<file path="src/sv/sci_pkg.sv">
// ----------------------------------------------------------------------------
// sci_pkg
// Types, codes and constants for the stepper command interlock controller.
// ----------------------------------------------------------------------------
package sci_pkg;

  // Default timer width and register widths
  localparam int TIMER_WIDTH_DEF = 16;
  localparam int REG_W           = 16;
  localparam int CFG_IDX_W       = 2;
  localparam int PULSE_W         = 16;

  // Register reset values
  localparam logic [REG_W-1:0] MOVE_HALF_RST  = 16'd800;
  localparam logic [REG_W-1:0] EXT_HALF_RST   = 16'd100;
  localparam logic [REG_W-1:0] EXT_TOTAL_RST  = 16'd3200;

  // Command characters (upper case), lower-case range bounds and case offset
  localparam logic [7:0] CH_F = 8'h46;
  localparam logic [7:0] CH_B = 8'h42;
  localparam logic [7:0] CH_S = 8'h53;
  localparam logic [7:0] CH_U = 8'h55;
  localparam logic [7:0] CH_D = 8'h44;
  localparam logic [7:0] CH_E = 8'h45;
  localparam logic [7:0] CH_H = 8'h48;
  localparam logic [7:0] CH_LC_A = 8'h61;
  localparam logic [7:0] CH_LC_Z = 8'h7A;
  localparam logic [7:0] CASE_OFS = 8'd32;

  // Input op codes
  localparam logic OP_CMD  = 1'b0;
  localparam logic OP_TICK = 1'b1;

  typedef enum logic [1:0] {
    MODE_STOP = 2'd0,
    MODE_FWD  = 2'd1,
    MODE_BACK = 2'd2
  } mode_t;

  typedef enum logic [2:0] {
    ST_OK      = 3'd0,
    ST_BUSY    = 3'd1,
    ST_MOVING  = 3'd2,
    ST_INVALID = 3'd3,
    ST_HELP    = 3'd4,
    ST_TICK    = 3'd5
  } status_t;

  typedef enum logic [CFG_IDX_W-1:0] {
    CFG_MOVE_HALF = 2'd0,
    CFG_EXT_HALF  = 2'd1,
    CFG_EXT_TOTAL = 2'd2
  } cfg_idx_t;

  // Configuration register set
  typedef struct packed {
    logic [REG_W-1:0] move_half;
    logic [REG_W-1:0] ext_half;
    logic [REG_W-1:0] ext_total;
  } cfg_t;

  // One input beat
  typedef struct packed {
    logic       op;
    logic [7:0] cmd_byte;
  } item_t;

  // One result beat
  typedef struct packed {
    logic    move_dir_level;
    logic    move_step_level;
    logic    extend_dir_level;
    logic    extend_step_level;
    logic    led_level;
    mode_t   move_mode;
    logic    extend_active;
    logic    stop_latched;
    status_t status;
  } result_t;

endpackage

</file>
<file path="src/sv/sci_in_if.sv">
// ----------------------------------------------------------------------------
// sci_in_if
// Input channel: command byte or tick beats.
// ----------------------------------------------------------------------------
interface sci_in_if;
  logic       valid;
  logic       ready;
  logic       op;
  logic [7:0] cmd_byte;

  modport source (output valid, op, cmd_byte, input ready);
  modport sink   (input valid, op, cmd_byte, output ready);
endinterface

</file>
<file path="src/sv/sci_out_if.sv">
// ----------------------------------------------------------------------------
// sci_out_if
// Result channel: pin levels, mode and status per beat.
// ----------------------------------------------------------------------------
interface sci_out_if;
  logic       valid;
  logic       ready;
  logic       move_dir_level;
  logic       move_step_level;
  logic       extend_dir_level;
  logic       extend_step_level;
  logic       led_level;
  logic [1:0] move_mode;
  logic       extend_active;
  logic       stop_latched;
  logic [2:0] status;

  modport source (output valid, move_dir_level, move_step_level, extend_dir_level,
                  extend_step_level, led_level, move_mode, extend_active,
                  stop_latched, status, input ready);
  modport sink   (input valid, move_dir_level, move_step_level, extend_dir_level,
                  extend_step_level, led_level, move_mode, extend_active,
                  stop_latched, status, output ready);
endinterface

</file>
<file path="src/sv/sci_cfg_if.sv">
// ----------------------------------------------------------------------------
// sci_cfg_if
// Configuration write channel: register index and write data.
// ----------------------------------------------------------------------------
interface sci_cfg_if;
  logic        valid;
  logic        ready;
  logic [1:0]  index;
  logic [15:0] data;

  modport source (output valid, index, data, input ready);
  modport sink   (input valid, index, data, output ready);
endinterface

</file>
<file path="src/sv/stepper_command_interlock_controller_unit.sv">
// ----------------------------------------------------------------------------
// stepper_command_interlock_controller_unit
// Throughput: one beat per cycle unless out_bus.ready stalls the result register;
// each beat's state update is one pass through the command/tick logic between
// the input register and the result register.
// Reset: synchronous active-low rst_n clears the mode, latches, timers and
// pulse count and loads the default half periods and pulse total.
// ----------------------------------------------------------------------------
module stepper_command_interlock_controller_unit #(
  parameter int TIMER_WIDTH = sci_pkg::TIMER_WIDTH_DEF
) (
  input  logic clk,
  input  logic rst_n,
  sci_in_if.sink     in_bus,
  sci_out_if.source  out_bus,
  sci_cfg_if.sink    cfg_bus
);
  import sci_pkg::*;

  cfg_t    cfg;
  item_t   in_item;
  item_t   item;
  logic    item_valid;
  logic    advance;
  result_t result;
  result_t out_r;
  logic    out_valid_r;
  logic    out_valid_nxt;

  // Configuration port, always ready
  assign cfg_bus.ready = 1'b1;

  sci_cfg_regs u_cfg (
    .clk      (clk),
    .rst_n    (rst_n),
    .wr_en    (cfg_bus.valid),
    .wr_index (cfg_bus.index),
    .wr_data  (cfg_bus.data),
    .cfg      (cfg)
  );

  // Input register
  assign in_item.op       = in_bus.op;
  assign in_item.cmd_byte = in_bus.cmd_byte;

  sci_in_stage u_in (
    .clk        (clk),
    .rst_n      (rst_n),
    .in_valid   (in_bus.valid),
    .in_ready   (in_bus.ready),
    .in_item    (in_item),
    .advance    (advance),
    .item_valid (item_valid),
    .item       (item)
  );

  // Held beat moves on when the result register is free or draining
  assign advance = item_valid && (!out_valid_r || out_bus.ready);

  sci_core #(
    .TIMER_WIDTH (TIMER_WIDTH)
  ) u_core (
    .clk    (clk),
    .rst_n  (rst_n),
    .commit (advance),
    .item   (item),
    .cfg    (cfg),
    .result (result)
  );

  // Result register
  always_comb begin
    out_valid_nxt = out_valid_r;
    if (advance) begin
      out_valid_nxt = 1'b1;
    end else if (out_bus.ready) begin
      out_valid_nxt = 1'b0;
    end
  end

  always_ff @(posedge clk) begin
    if (!rst_n) begin
      out_valid_r <= 1'b0;
    end else begin
      out_valid_r <= out_valid_nxt;
    end
  end

  always_ff @(posedge clk) begin
    if (advance) begin
      out_r <= result;
    end
  end

  assign out_bus.valid             = out_valid_r;
  assign out_bus.move_dir_level    = out_r.move_dir_level;
  assign out_bus.move_step_level   = out_r.move_step_level;
  assign out_bus.extend_dir_level  = out_r.extend_dir_level;
  assign out_bus.extend_step_level = out_r.extend_step_level;
  assign out_bus.led_level         = out_r.led_level;
  assign out_bus.move_mode         = out_r.move_mode;
  assign out_bus.extend_active     = out_r.extend_active;
  assign out_bus.stop_latched      = out_r.stop_latched;
  assign out_bus.status            = out_r.status;

  // Interlock: an extension run never overlaps drive motion
  a_no_move_while_extending: assert property (@(posedge clk) disable iff (!rst_n)
    (out_valid_r && out_r.extend_active) |-> (out_r.move_mode == MODE_STOP))
    else $error("drive moving during extension run");

  // Stop latch holds the drive stopped
  a_stop_holds_drive: assert property (@(posedge clk) disable iff (!rst_n)
    (out_valid_r && out_r.stop_latched) |-> (out_r.move_mode == MODE_STOP))
    else $error("drive moving with stop latched");

  // Extension step line only high during a run
  a_ext_step_in_run: assert property (@(posedge clk) disable iff (!rst_n)
    (out_valid_r && out_r.extend_step_level) |-> out_r.extend_active)
    else $error("extension step high outside a run");

  // Every processed beat lands in the result register
  a_beat_delivered: assert property (@(posedge clk) disable iff (!rst_n)
    advance |=> out_valid_r)
    else $error("processed beat not presented");

endmodule

</file>
<file path="src/sv/sci_cfg_regs.sv">
// ----------------------------------------------------------------------------
// sci_cfg_regs
// Configuration register file, written one register per beat.
// ----------------------------------------------------------------------------
module sci_cfg_regs (
  input  logic                            clk,
  input  logic                            rst_n,
  input  logic                            wr_en,
  input  logic [sci_pkg::CFG_IDX_W-1:0]   wr_index,
  input  logic [sci_pkg::REG_W-1:0]       wr_data,
  output sci_pkg::cfg_t                   cfg
);
  import sci_pkg::*;

  cfg_t cfg_r;
  cfg_t cfg_nxt;

  // Decode the write
  always_comb begin
    cfg_nxt = cfg_r;
    if (wr_en) begin
      unique case (cfg_idx_t'(wr_index))
        CFG_MOVE_HALF: cfg_nxt.move_half = wr_data;
        CFG_EXT_HALF:  cfg_nxt.ext_half  = wr_data;
        CFG_EXT_TOTAL: cfg_nxt.ext_total = wr_data;
        default:       cfg_nxt = cfg_r;  // unmapped index, ignored
      endcase
    end
  end

  always_ff @(posedge clk) begin
    if (!rst_n) begin
      cfg_r.move_half <= MOVE_HALF_RST;
      cfg_r.ext_half  <= EXT_HALF_RST;
      cfg_r.ext_total <= EXT_TOTAL_RST;
    end else begin
      cfg_r <= cfg_nxt;
    end
  end

  assign cfg = cfg_r;

endmodule

</file>
<file path="src/sv/sci_in_stage.sv">
// ----------------------------------------------------------------------------
// sci_in_stage
// Input register: captures one beat, releases it when the core advances.
// ----------------------------------------------------------------------------
module sci_in_stage (
  input  logic           clk,
  input  logic           rst_n,
  input  logic           in_valid,
  output logic           in_ready,
  input  sci_pkg::item_t in_item,
  input  logic           advance,
  output logic           item_valid,
  output sci_pkg::item_t item
);
  import sci_pkg::*;

  logic  valid_r;
  logic  valid_nxt;
  item_t item_r;

  // Free slot, or the held beat leaves this cycle
  assign in_ready = !valid_r || advance;

  always_comb begin
    valid_nxt = valid_r;
    if (in_valid && in_ready) begin
      valid_nxt = 1'b1;
    end else if (advance) begin
      valid_nxt = 1'b0;
    end
  end

  always_ff @(posedge clk) begin
    if (!rst_n) begin
      valid_r <= 1'b0;
    end else begin
      valid_r <= valid_nxt;
    end
  end

  // Payload, no reset
  always_ff @(posedge clk) begin
    if (in_valid && in_ready) begin
      item_r <= in_item;
    end
  end

  assign item_valid = valid_r;
  assign item       = item_r;

endmodule

</file>
<file path="src/sv/sci_core.sv">
// ----------------------------------------------------------------------------
// sci_core
// Controller state and the per-beat update for commands and ticks.
// ----------------------------------------------------------------------------
module sci_core #(
  parameter int TIMER_WIDTH = sci_pkg::TIMER_WIDTH_DEF
) (
  input  logic             clk,
  input  logic             rst_n,
  input  logic             commit,
  input  sci_pkg::item_t   item,
  input  sci_pkg::cfg_t    cfg,
  output sci_pkg::result_t result
);
  import sci_pkg::*;

  // Compare width covers both the timer and a 16-bit half period
  localparam int CW = (TIMER_WIDTH > REG_W) ? TIMER_WIDTH : REG_W;

  mode_t                  mode_r, mode_nxt;
  logic                   busy_r, busy_nxt;
  logic                   stop_r, stop_nxt;
  logic                   retract_r, retract_nxt;
  logic                   dir_r, dir_nxt;
  logic                   lamp_r, lamp_nxt;
  logic [TIMER_WIDTH-1:0] drv_tmr_r, drv_tmr_nxt;
  logic                   drv_step_r, drv_step_nxt;
  logic [TIMER_WIDTH-1:0] ext_tmr_r, ext_tmr_nxt;
  logic                   ext_step_r, ext_step_nxt;
  logic [PULSE_W-1:0]     pulses_r, pulses_nxt;

  logic [TIMER_WIDTH-1:0] drv_inc, ext_inc;
  logic [REG_W-1:0]       drv_half, ext_half;
  logic                   drv_done, ext_done;
  logic [7:0]             ch;
  status_t                status;

  // Timer increments and half-period compares (zero half period acts as 1)
  always_comb begin
    drv_inc  = drv_tmr_r + TIMER_WIDTH'(1);
    ext_inc  = ext_tmr_r + TIMER_WIDTH'(1);
    drv_half = (cfg.move_half == '0) ? REG_W'(1) : cfg.move_half;
    ext_half = (cfg.ext_half == '0) ? REG_W'(1) : cfg.ext_half;
    drv_done = CW'(drv_inc) >= CW'(drv_half);
    ext_done = CW'(ext_inc) >= CW'(ext_half);
  end

  // Fold lower case onto upper case
  assign ch = (item.cmd_byte >= CH_LC_A && item.cmd_byte <= CH_LC_Z) ?
              (item.cmd_byte - CASE_OFS) : item.cmd_byte;

  // Next-state logic
  always_comb begin
    mode_nxt     = mode_r;
    busy_nxt     = busy_r;
    stop_nxt     = stop_r;
    retract_nxt  = retract_r;
    dir_nxt      = dir_r;
    lamp_nxt     = lamp_r;
    drv_tmr_nxt  = drv_tmr_r;
    drv_step_nxt = drv_step_r;
    ext_tmr_nxt  = ext_tmr_r;
    ext_step_nxt = ext_step_r;
    pulses_nxt   = pulses_r;
    status       = ST_TICK;

    if (item.op == OP_TICK) begin
      // Drive step pulse
      if (mode_r != MODE_STOP && !busy_r && !stop_r) begin
        if (drv_done) begin
          drv_tmr_nxt  = '0;
          drv_step_nxt = !drv_step_r;
        end else begin
          drv_tmr_nxt = drv_inc;
        end
      end else begin
        drv_tmr_nxt  = '0;
        drv_step_nxt = 1'b0;
      end
      // Extension pulse run
      if (busy_r) begin
        if (ext_done) begin
          ext_tmr_nxt = '0;
          if (ext_step_r) begin
            ext_step_nxt = 1'b0;
            pulses_nxt   = pulses_r + PULSE_W'(1);
          end else if (stop_r || pulses_r >= cfg.ext_total) begin
            busy_nxt     = 1'b0;
            ext_step_nxt = 1'b0;
          end else begin
            ext_step_nxt = 1'b1;
          end
        end else begin
          ext_tmr_nxt = ext_inc;
        end
      end else begin
        ext_tmr_nxt  = '0;
        ext_step_nxt = 1'b0;
      end
    end else begin
      // Command decode
      unique case (ch)
        CH_F, CH_B: begin
          if (busy_r) begin
            status = ST_BUSY;
          end else begin
            mode_nxt = (ch == CH_F) ? MODE_FWD : MODE_BACK;
            stop_nxt = 1'b0;
            dir_nxt  = (ch == CH_F);
            lamp_nxt = 1'b1;
            status   = ST_OK;
          end
        end
        CH_S: begin
          mode_nxt = MODE_STOP;
          lamp_nxt = 1'b0;
          status   = ST_OK;
        end
        CH_U, CH_D: begin
          if (busy_r) begin
            status = ST_BUSY;
          end else if (mode_r != MODE_STOP) begin
            status = ST_MOVING;
          end else begin
            busy_nxt     = 1'b1;
            retract_nxt  = (ch == CH_D);
            ext_tmr_nxt  = '0;
            ext_step_nxt = 1'b0;
            pulses_nxt   = '0;
            status       = ST_OK;
          end
        end
        CH_E: begin
          stop_nxt     = 1'b1;
          mode_nxt     = MODE_STOP;
          lamp_nxt     = 1'b0;
          busy_nxt     = 1'b0;
          ext_step_nxt = 1'b0;
          ext_tmr_nxt  = '0;
          status       = ST_OK;
        end
        CH_H:    status = ST_HELP;
        default: status = ST_INVALID;
      endcase
    end
  end

  // State registers, updated once per processed beat
  always_ff @(posedge clk) begin
    if (!rst_n) begin
      mode_r     <= MODE_STOP;
      busy_r     <= 1'b0;
      stop_r     <= 1'b0;
      retract_r  <= 1'b0;
      dir_r      <= 1'b0;
      lamp_r     <= 1'b0;
      drv_tmr_r  <= '0;
      drv_step_r <= 1'b0;
      ext_tmr_r  <= '0;
      ext_step_r <= 1'b0;
      pulses_r   <= '0;
    end else if (commit) begin
      mode_r     <= mode_nxt;
      busy_r     <= busy_nxt;
      stop_r     <= stop_nxt;
      retract_r  <= retract_nxt;
      dir_r      <= dir_nxt;
      lamp_r     <= lamp_nxt;
      drv_tmr_r  <= drv_tmr_nxt;
      drv_step_r <= drv_step_nxt;
      ext_tmr_r  <= ext_tmr_nxt;
      ext_step_r <= ext_step_nxt;
      pulses_r   <= pulses_nxt;
    end
  end

  // Result reflects the state after this beat
  always_comb begin
    result.move_dir_level    = dir_nxt;
    result.move_step_level   = drv_step_nxt;
    result.extend_dir_level  = retract_nxt;
    result.extend_step_level = ext_step_nxt;
    result.led_level         = lamp_nxt;
    result.move_mode         = mode_nxt;
    result.extend_active     = busy_nxt;
    result.stop_latched      = stop_nxt;
    result.status            = status;
  end

endmodule
</file>
<file path="src/flat_wrapper.sv">
// flat-port wrapper written by rule: the top's interface ports become plain ports
module stepper_command_interlock_controller_unit_flat import sci_pkg::*;
#(
  parameter int TIMER_WIDTH = sci_pkg::TIMER_WIDTH_DEF
)
  (clk, rst_n, in_bus_valid, in_bus_op, in_bus_cmd_byte, in_bus_ready, out_bus_valid, out_bus_move_dir_level, out_bus_move_step_level, out_bus_extend_dir_level, out_bus_extend_step_level, out_bus_led_level, out_bus_move_mode, out_bus_extend_active, out_bus_stop_latched, out_bus_status, out_bus_ready, cfg_bus_valid, cfg_bus_index, cfg_bus_data, cfg_bus_ready);
  sci_in_if in_bus_i ();
  sci_out_if out_bus_i ();
  sci_cfg_if cfg_bus_i ();
  input  logic clk;
  input  logic rst_n;
  input wire logic [$bits(in_bus_i.valid)-1:0] in_bus_valid;
  input wire logic [$bits(in_bus_i.op)-1:0] in_bus_op;
  input wire logic [$bits(in_bus_i.cmd_byte)-1:0] in_bus_cmd_byte;
  output wire logic [$bits(in_bus_i.ready)-1:0] in_bus_ready;
  output wire logic [$bits(out_bus_i.valid)-1:0] out_bus_valid;
  output wire logic [$bits(out_bus_i.move_dir_level)-1:0] out_bus_move_dir_level;
  output wire logic [$bits(out_bus_i.move_step_level)-1:0] out_bus_move_step_level;
  output wire logic [$bits(out_bus_i.extend_dir_level)-1:0] out_bus_extend_dir_level;
  output wire logic [$bits(out_bus_i.extend_step_level)-1:0] out_bus_extend_step_level;
  output wire logic [$bits(out_bus_i.led_level)-1:0] out_bus_led_level;
  output wire logic [$bits(out_bus_i.move_mode)-1:0] out_bus_move_mode;
  output wire logic [$bits(out_bus_i.extend_active)-1:0] out_bus_extend_active;
  output wire logic [$bits(out_bus_i.stop_latched)-1:0] out_bus_stop_latched;
  output wire logic [$bits(out_bus_i.status)-1:0] out_bus_status;
  input wire logic [$bits(out_bus_i.ready)-1:0] out_bus_ready;
  input wire logic [$bits(cfg_bus_i.valid)-1:0] cfg_bus_valid;
  input wire logic [$bits(cfg_bus_i.index)-1:0] cfg_bus_index;
  input wire logic [$bits(cfg_bus_i.data)-1:0] cfg_bus_data;
  output wire logic [$bits(cfg_bus_i.ready)-1:0] cfg_bus_ready;
  assign in_bus_i.valid = in_bus_valid;
  assign in_bus_i.op = in_bus_op;
  assign in_bus_i.cmd_byte = in_bus_cmd_byte;
  assign in_bus_ready = in_bus_i.ready;
  assign out_bus_valid = out_bus_i.valid;
  assign out_bus_move_dir_level = out_bus_i.move_dir_level;
  assign out_bus_move_step_level = out_bus_i.move_step_level;
  assign out_bus_extend_dir_level = out_bus_i.extend_dir_level;
  assign out_bus_extend_step_level = out_bus_i.extend_step_level;
  assign out_bus_led_level = out_bus_i.led_level;
  assign out_bus_move_mode = out_bus_i.move_mode;
  assign out_bus_extend_active = out_bus_i.extend_active;
  assign out_bus_stop_latched = out_bus_i.stop_latched;
  assign out_bus_status = out_bus_i.status;
  assign out_bus_i.ready = out_bus_ready;
  assign cfg_bus_i.valid = cfg_bus_valid;
  assign cfg_bus_i.index = cfg_bus_index;
  assign cfg_bus_i.data = cfg_bus_data;
  assign cfg_bus_ready = cfg_bus_i.ready;
  stepper_command_interlock_controller_unit #(.TIMER_WIDTH(TIMER_WIDTH)) u_core (.clk(clk), .rst_n(rst_n), .in_bus(in_bus_i), .out_bus(out_bus_i), .cfg_bus(cfg_bus_i));
endmodule
</file>
<file path="config.mk">
export PLATFORM = sky130hd
export DESIGN_NAME = stepper_command_interlock_controller_unit_flat
export DESIGN_NICKNAME = d
export VERILOG_FILES = /design/src/sv/sci_pkg.sv /design/src/sv/sci_in_if.sv /design/src/sv/sci_out_if.sv /design/src/sv/sci_cfg_if.sv /design/src/sv/stepper_command_interlock_controller_unit.sv /design/src/sv/sci_cfg_regs.sv /design/src/sv/sci_in_stage.sv /design/src/sv/sci_core.sv /design/src/flat_wrapper.sv
export SDC_FILE = /design/constraint.sdc
export NUM_CORES = 1
export LEC_CHECK = 0
export ABC_AREA = 1
export BUFFER_PORTS_ARGS = -buffer_cell sky130_fd_sc_hd__buf_2
export CORE_ASPECT_RATIO = 0.5
export CORE_MARGIN = 5
export CORE_UTILIZATION = 54
export DETAILED_ROUTE_END_ITERATION = 6
export GPL_TIMING_DRIVEN = 0
export HOLD_SLACK_MARGIN = 0.1
export PLACE_DENSITY = 0.72
export SYNTH_ARGS = -nofsm -noshare
export SYNTH_HDL_FRONTEND = slang
export SYNTH_HIERARCHICAL = 1
export SYNTH_SLANG_ARGS = --single-unit
export TNS_END_PERCENT = 30
</file>
<file path="constraint.sdc">
create_clock -name clk -period 4.6 [get_ports clk]
set_input_delay 0.23 -clock clk [delete_from_list [all_inputs] [get_ports clk]]
set_output_delay 0.23 -clock clk [all_outputs]
set_load 0.005 [all_outputs]
</file>
==> results of run 1 <==
routing by layer:
| metal | vias to the layer above | track usage | wire [um] |
|---|---|---|---|
| li1 | 3734 | - | - |
| met2 | 192 | 0.395 | 8850 |
| met3 | 23 | 0.0446 | 1090 |
| met4 | 0 | 0.0855 | 296 |
| met1 | 3269 | 0.297 | 9100 |
| met5 | - | 0 | 0 |
final cells by class:
class | count | share of cell area
clock inverter | 14 | 0.0204
sequential | 128 | 0.303
clock buffer | 18 | 0.0493
inverter | 177 | 0.0730
tap | 198 | 0.0271
multi-input combinational | 766 | 0.452
buffer | 49 | 0.0323
timing repair buffer | 61 | 0.0427
critical path, stage by stage, from the launching register on:
cell and delay [ps]:
dfxtp_1 360, ha_1 200, nand3_1 150, nor3_2 240, nand4_1 230, nor3_2 190
xor2_1 240, ha_1 270, nand2_1 80, nor2_1 60, nor3b_2 160, nand3_1 80
nand3_2 190, inv_1 90, nand4_1 250, inv_1 260, buf_2 260, nand2_1 80
a21oi_1 130
path summary, 6_finish.rpt:
check,end,from,cells past startpoint,slack (ps)
hold / removal,u_core/u_cfg/cfg[1],cfg_bus_data[1],3,120
setup reg to reg,u_core/u_core/ext_tmr_r[9],u_core/u_core/ext_tmr_r[0],18,980
setup / recovery,u_core/u_core/ext_tmr_r[9],u_core/u_core/ext_tmr_r[0],18,980
hold reg to reg,u_core/u_cfg/cfg[21],u_core/u_cfg/cfg[21],2,460
metrics by stage:
step	setup WS [ps]	power [mW]	hold WS [ps]	util
floorplan	1790	1.43	329	-
global placement	1100	1.52	406	0.580
detailed placement	1050	1.53	409	0.580
CTS	1020	2.99	104	0.637
global route	629	3.09	120	0.637
finish	976	2.97	118	0.637
flip-flops by register name (all words and copies together), names as in the netlist, 2 cells and up:
signal                    cells
u_core/u_core/ext_tmr_r      16
u_core/u_core/drv_tmr_r      16
u_core/out_bus.move_mode      2
u_core/u_cfg/cfg             48
u_core/u_core/pulses_r       16
u_core/out_bus.status         3
u_core/u_core/mode_r          2
u_core/u_in/item              9
layout by cell type, fill, tap and decap left out, drive strengths merged, types with 2 or more instances in the layout:
cell           n
nor3          18
nand2        266
a22oi          2
dlygate4sd3   17
a21oi         92
dfxtp        107
nand3b         3
nor2         145
o41ai          2
xor2          33
nor4           6
inv          176
edfxtp        21
o2111ai        2
nand3         77
clkbuf        33
xnor2          3
bufinv         4
o21bai         3
o21ai         19
nor3b          4
buf           78
nand4         33
clkinv        11
ha            52
o21a           3
repair_timing:
action,in CTS,in global routing
setup buffers,0,0
hold buffers,17,0
endpoints found under the hold margin,17,0
cells by family after synthesis:
| group | after synthesis | share of synthesized area |
|---|---|---|
| flip-flops | 128 | 0.353 |
| AO/OA/AOI/OAI | 125 | 0.0867 |
| adder cells (fa/ha/maj) | 52 | 0.0828 |
| AND/OR/NAND/NOR | 552 | 0.315 |
| XOR/XNOR | 36 | 0.0401 |
| buffers and inverters | 226 | 0.122 |
| other | 1 | 0.000477 |
power by group:
part	leakage (nW)	internal [mW]	switching (mW)	total [mW]
sequential	1.07	1.18	0.0251	1.21
clock	0.319	0.937	0.516	1.45
combinational	2.93	0.111	0.199	0.310
total	4.32	2.23	0.740	2.97
==> results.md, run 1 <==
- Status: complete, no violations
- Setup CP Type: flop to flop
- Top_reg_cell synth: dfxtp_1
- Crit path capture type: flop
- First-pass GRT wire length: 32400 um
- GRT overflow: 0
- Number of flops mapped to enable cells by yosys: 21
- Largest net degree at the start of global routing: 17
- Area delta synth->final: 16.2%
- Core Region: 14400 um^2
- Setup TNS: 0 ps
- Syn_nets: 1204
- Async set-reset flop share out of synthesis: 0
- WL/cell: 13.7 um
- Layout cells sized above 1: 0.124
- GRT Resource Usage Total: 0.232
- Detail Route Antenna Nets: 0
- Row count: 31
- IO buf count: 44
- Placed cells: 1362
- Routed vias/inst: 5.12
- RSZ-0062 raised after global routing: false
- CP Launch Type: flop
- Mapped Cells: 1120
- Required @ worst endpoint: 4940 ps
- Post-CTS sizing: 0
- Initial antenna violation count: 1
- Placed Area: 8330 um^2
- Relative slew slack: 0.117
- Number of distinct library cells after synthesis: 44
- Die H: 95.3 um
- DP HPWL: 14400 um
- Post-synth top area cell: dfxtp_1
- Multi-input gate area: 4130 um^2
- H-tree depth: 4
- Pins Over Slew Limit: 0
- Post-synthesis sequential area ratio: 0.353
- Root Buffer: clkbuf_16
- Placer Congestion: 0.875
- Lkg Pwr: 4.32 nW
- Worst-path maximum fanout: 10
- Skew-Pair Late Insertion Delay: 420 ps
- Iter 0 DRT Violations: 545
- Non-filler cells, final: 1411
- Final nets: 1284
- Final instance area: 9140 um^2
- Reg area: 2770 um^2
- Fmax: 276 MHz
- Vias in the first global route: 6858
- Hold Violations, Final: 0
- Fin crit share: 0.788
- Syn Area/Cell: 7.02 um^2
- Initial Util: 0.548
- PwrDens: 325 nW/um^2
- Fillers: 1273
- Vias: 7218
- Final setup viols: 0
- Reg clk slew, reported paths: 60 ps
- Minimum clock period: 3620 ps
- CTS tree: done
- Peak VDD IR: 0.235 mV
- Pre-antenna DRT Iters: 5
- Slew at the pin with the worst max-slew slack: 1320 ps
- Clock Sinks: 128
- Crit path DAT: 3970 ps
- Max-cap violation count: 0
- Yosys warns: 6
- #FFs+latches synth: 128
- Top post-synthesis cells by area: dfxtp_1 27%, nand2_1 12%, ha_1 8.3%
- Yosys top cell area share: 0.272
- Count leader, synth: nand2_1
- Chip Width: 181 um
- Hold Crit Class: input port to flop
- Total CTS buffers: 17
- Layout Skew: 8.88 ps
- Boundary Pins: 47
- Die area: 17200 um^2
- CTS max path bufs: 2
- Residual DRC: 0
- WL final: 19300 um
- Synth top cells by count: 258 x nand2_1, 168 x inv_1, 141 x nor2_1
- Post-synthesis cell area: 7860 um^2
- # diodes: 0
No activity file was read; power rests on OpenSTA's default activity.
==> run 2: changes to the inputs <==
Settings changed: ABC_AREA 1 to 0.
Clock period 4.6 ns to 3.36 ns, I/O delays scaled along.
==> run 2 against run 1 <==
Combinational power rose by 6.5%. Worst setup slack got worse by 830 ps. Final cell count fell by 15%. Critical path depth fell by 4. Final area rose by 2.3%. Clock power rose by 34%. Largest power group unchanged.
==> results.md, run 2 <==
- Syn_nets: 984 (-18%)
- CTS max path bufs: 2 (unchanged)
- Relative slew slack: 0.293 (+0.176)
- Count leader, synth: nand2_1
- Yosys top cell area share: 0.275 (+0.00245)
- GRT overflow: 0 (unchanged)
- Post-synth top area cell: dfxtp_1
- Post-synthesis sequential area ratio: 0.356 (+0.00317)
- Async set-reset flop share out of synthesis: 0 (unchanged)
- Mapped Cells: 900 (-20%)
- Detail Route Antenna Nets: 0 (unchanged)
- R2R depth: 14 (-4)
- Area delta synth->final: 19.9%
- Hold path cells: 3 (unchanged)
- Most frequent cells in the layout: 141 x nand2_1, 99 x dfxtp_1, 70 x inv_1, 55 x mux2i_1, 52 x buf_2
- Number of distinct library cells after synthesis: 76 (+73%)
- Initial antenna violation count: 0 (-1)
- Crit path DAT: 3510 ps (-460 ps)
- First-pass GRT wire length: 32100 um (-1.1%)
- Die area: 17100 um^2 (-0.82%)
- Iter 0 DRT Violations: 573 (+5.1%)
- Initial Util: 0.544 (-0.00341)
- Fin crit share: 0.957 (+0.169)
- Vias: 6942 (-3.8%)
- Vias in the first global route: 6372 (-7.1%)
- Number of flops mapped to enable cells by yosys: 21 (unchanged)
- Placed cells: 1143 (-16%)
- Yosys warns: 6 (unchanged)
- CTS tree: done
- Top post-synthesis cells by area: dfxtp_1 27%, ha_1 8.4%, edfxtp_1 8.1%
- Crit path capture type: flop
- Non-filler cells, final: 1204 (-15%)
- Routed vias/inst: 5.77 (+13%)
- Reg2reg setup slack: 140 ps (-830 ps)
- Required @ worst endpoint: 3650 ps (-1290 ps)
- Layout cells sized above 1: 0.178 (+0.0543)
- Hold Violations, Final: 0 (unchanged)
- Final setup viols: 0 (unchanged)
- Minimum clock period: 3220 ps (-408 ps)
- Placer Congestion: 0.873 (-0.21%)
- #FFs+latches synth: 128 (unchanged)
- Root Buffer: clkbuf_16
- Layout Skew: 8.16 ps (-0.719 ps)
- IO buf count: 45 (+2.3%)
- Pins Over Slew Limit: 0 (unchanged)
- Boundary Pins: 47 (unchanged)
- DP HPWL: 14200 um (-1.4%)
- Setup CP Type: flop to flop
- Peak VDD IR: 0.335 mV (+43%)
- Hold Crit Class: input port to flop
- Pre-antenna DRT Iters: 6 (+1)
- Max-cap violation count: 0 (unchanged)
- Fmax: 311 MHz (+13%)
- Total CTS buffers: 17 (unchanged)
- Row count: 31 (unchanged)
- Core Region: 14300 um^2 (-0.27%)
- Slew at the pin with the worst max-slew slack: 1050 ps (-274 ps)
- Skew-Pair Late Insertion Delay: 420 ps (about the same)
- Status: complete, no violations
- Design Power: 3.89 mW (+31%)
- Residual DRC: 0 (unchanged)
- Post-synthesis cell area: 7790 um^2 (-0.89%)
- Largest net degree at the start of global routing: 20 (+3)
- Largest register FFs: 48 (unchanged)
- Placement Setup Slack: -709 ps (-1760 ps)
- Syn Area/Cell: 8.66 um^2 (+23%)
- GRT Resource Usage Total: 0.233 (+0.00162)
- Setup TNS: 0 ps (unchanged)
- CP Launch Type: flop
- Reg clk slew, reported paths: 60 ps (about the same)
- Top_reg_cell synth: dfxtp_1
- PwrDens: 417 nW/um^2 (+28%)
- Worst setup margin: 144 ps (-832 ps)
- Lkg Pwr: 3.88 nW (-10%)
- WL/cell: 16.5 um (+20%)
- Clock Sinks: 128 (unchanged)
- Final nets: 1077 (-16%)
- H-tree depth: 4 (unchanged)
- Die H: 94.9 um (-0.40%)
- WL final: 19800 um (+2.6%)
- # diodes: 0 (unchanged)
- Commonest non-fill, non-tap cell in the layout: nand2_1
- Chip Width: 180 um (-0.42%)
- Synth top cells by count: 141 x nand2_1, 107 x dfxtp_1, 70 x inv_1
- Worst-path maximum fanout: 10 (unchanged)
## run 2: cell types whose count changed after synthesis, moves of 32 or more
cell	previous run	this run
nand2_1	258	141
nor2_1	141	29
inv_1	168	70
mux2i_1	0	55
a21oi_1	88	35
nand3_1	68	36
## run 2: power breakdown
group          total (mW)  switching (mW)  internal [mW]
logic               0.330           0.192          0.138
clock network        1.94           0.745           1.19
registers            1.63          0.0269           1.60
total                3.89           0.964           2.93
## run 2: worst max-delay path, cell delays in order (launching register included)
cell and delay, ps:
dfxtp_1 460, nand3_2 220, nor2_4 240, nand4_1 140, and2_1 200, or2_2 320, ha_1 210, a21o_1 150
a21o_1 160, a21oi_1 170, o311a_4 280, buf_6 180, nand3_1 110, o211ai_1 110, buf_4 140
## run 2: repair_timing
item                                    in CTS  in global routing
resized for setup                           25                 23
setup buffers                                2                  9
endpoints found under the setup margin      54                 51
gates cloned                                 0                  0
hold buffers                                22                  0
pin swaps                                    2                  8
endpoints found under the hold margin       24                  0
## run 2: path summary, 6_finish.rpt
check	end	from
setup / recovery	u_core/out_bus.move_step_level	u_core/u_core/drv_tmr_r[2]
hold / removal	u_core/u_cfg/cfg[15]	cfg_bus_data[15]
setup reg to reg	u_core/out_bus.move_step_level	u_core/u_core/drv_tmr_r[2]
hold reg to reg	u_core/u_core/dir_r	u_core/u_core/dir_r
## run 2: stage by stage
step / hold WS [ps] / instance area [um^2] / util
finish: 142 / 9340 / 0.653
detailed placement: 347 / 8270 / 0.578
global placement: 345 / 8260 / 0.577
floorplan: 267 / 7790 / -
CTS: 102 / 9220 / 0.644
global route: 139 / 9340 / 0.653
## run 2: per-layer routing
metal  GRT usage  part of all wire
met1       0.315              0.46
met2       0.378              0.44
met3      0.0546             0.079
met4      0.0691             0.014
met5           0                 0
## run 2: layout make-up
| class | count | area, um^2 |
|---|---|---|
| Clock buffer | 19 | 475 |
| Sequential cell | 128 | 2790 |
| Fill cell | 1197 | 4970 |
| Clock inverter | 13 | 148 |
| Timing Repair Buffer | 78 | 528 |
| Inverter | 70 | 263 |
| Tap cell | 198 | 248 |
| Multi-Input combinational cell | 643 | 4520 |
| Buffer | 55 | 378 |
## run 2: kinds of logic (layout without fill, tap and decap cells)
group / count (synthesis) / in the layout / synth area share
buffers and inverters: 129 / 235 / 0.0824
muxes: 56 / 56 / 0.0721
and+or+nand+nor: 368 / 368 / 0.251
AOI/OAI and AO/OA: 141 / 141 / 0.127
adders and majority gates: 52 / 52 / 0.0835
xor gates and xnor gates: 25 / 25 / 0.0281
DFF: 128 / 128 / 0.356
other: 1 / 1 / 0.000481
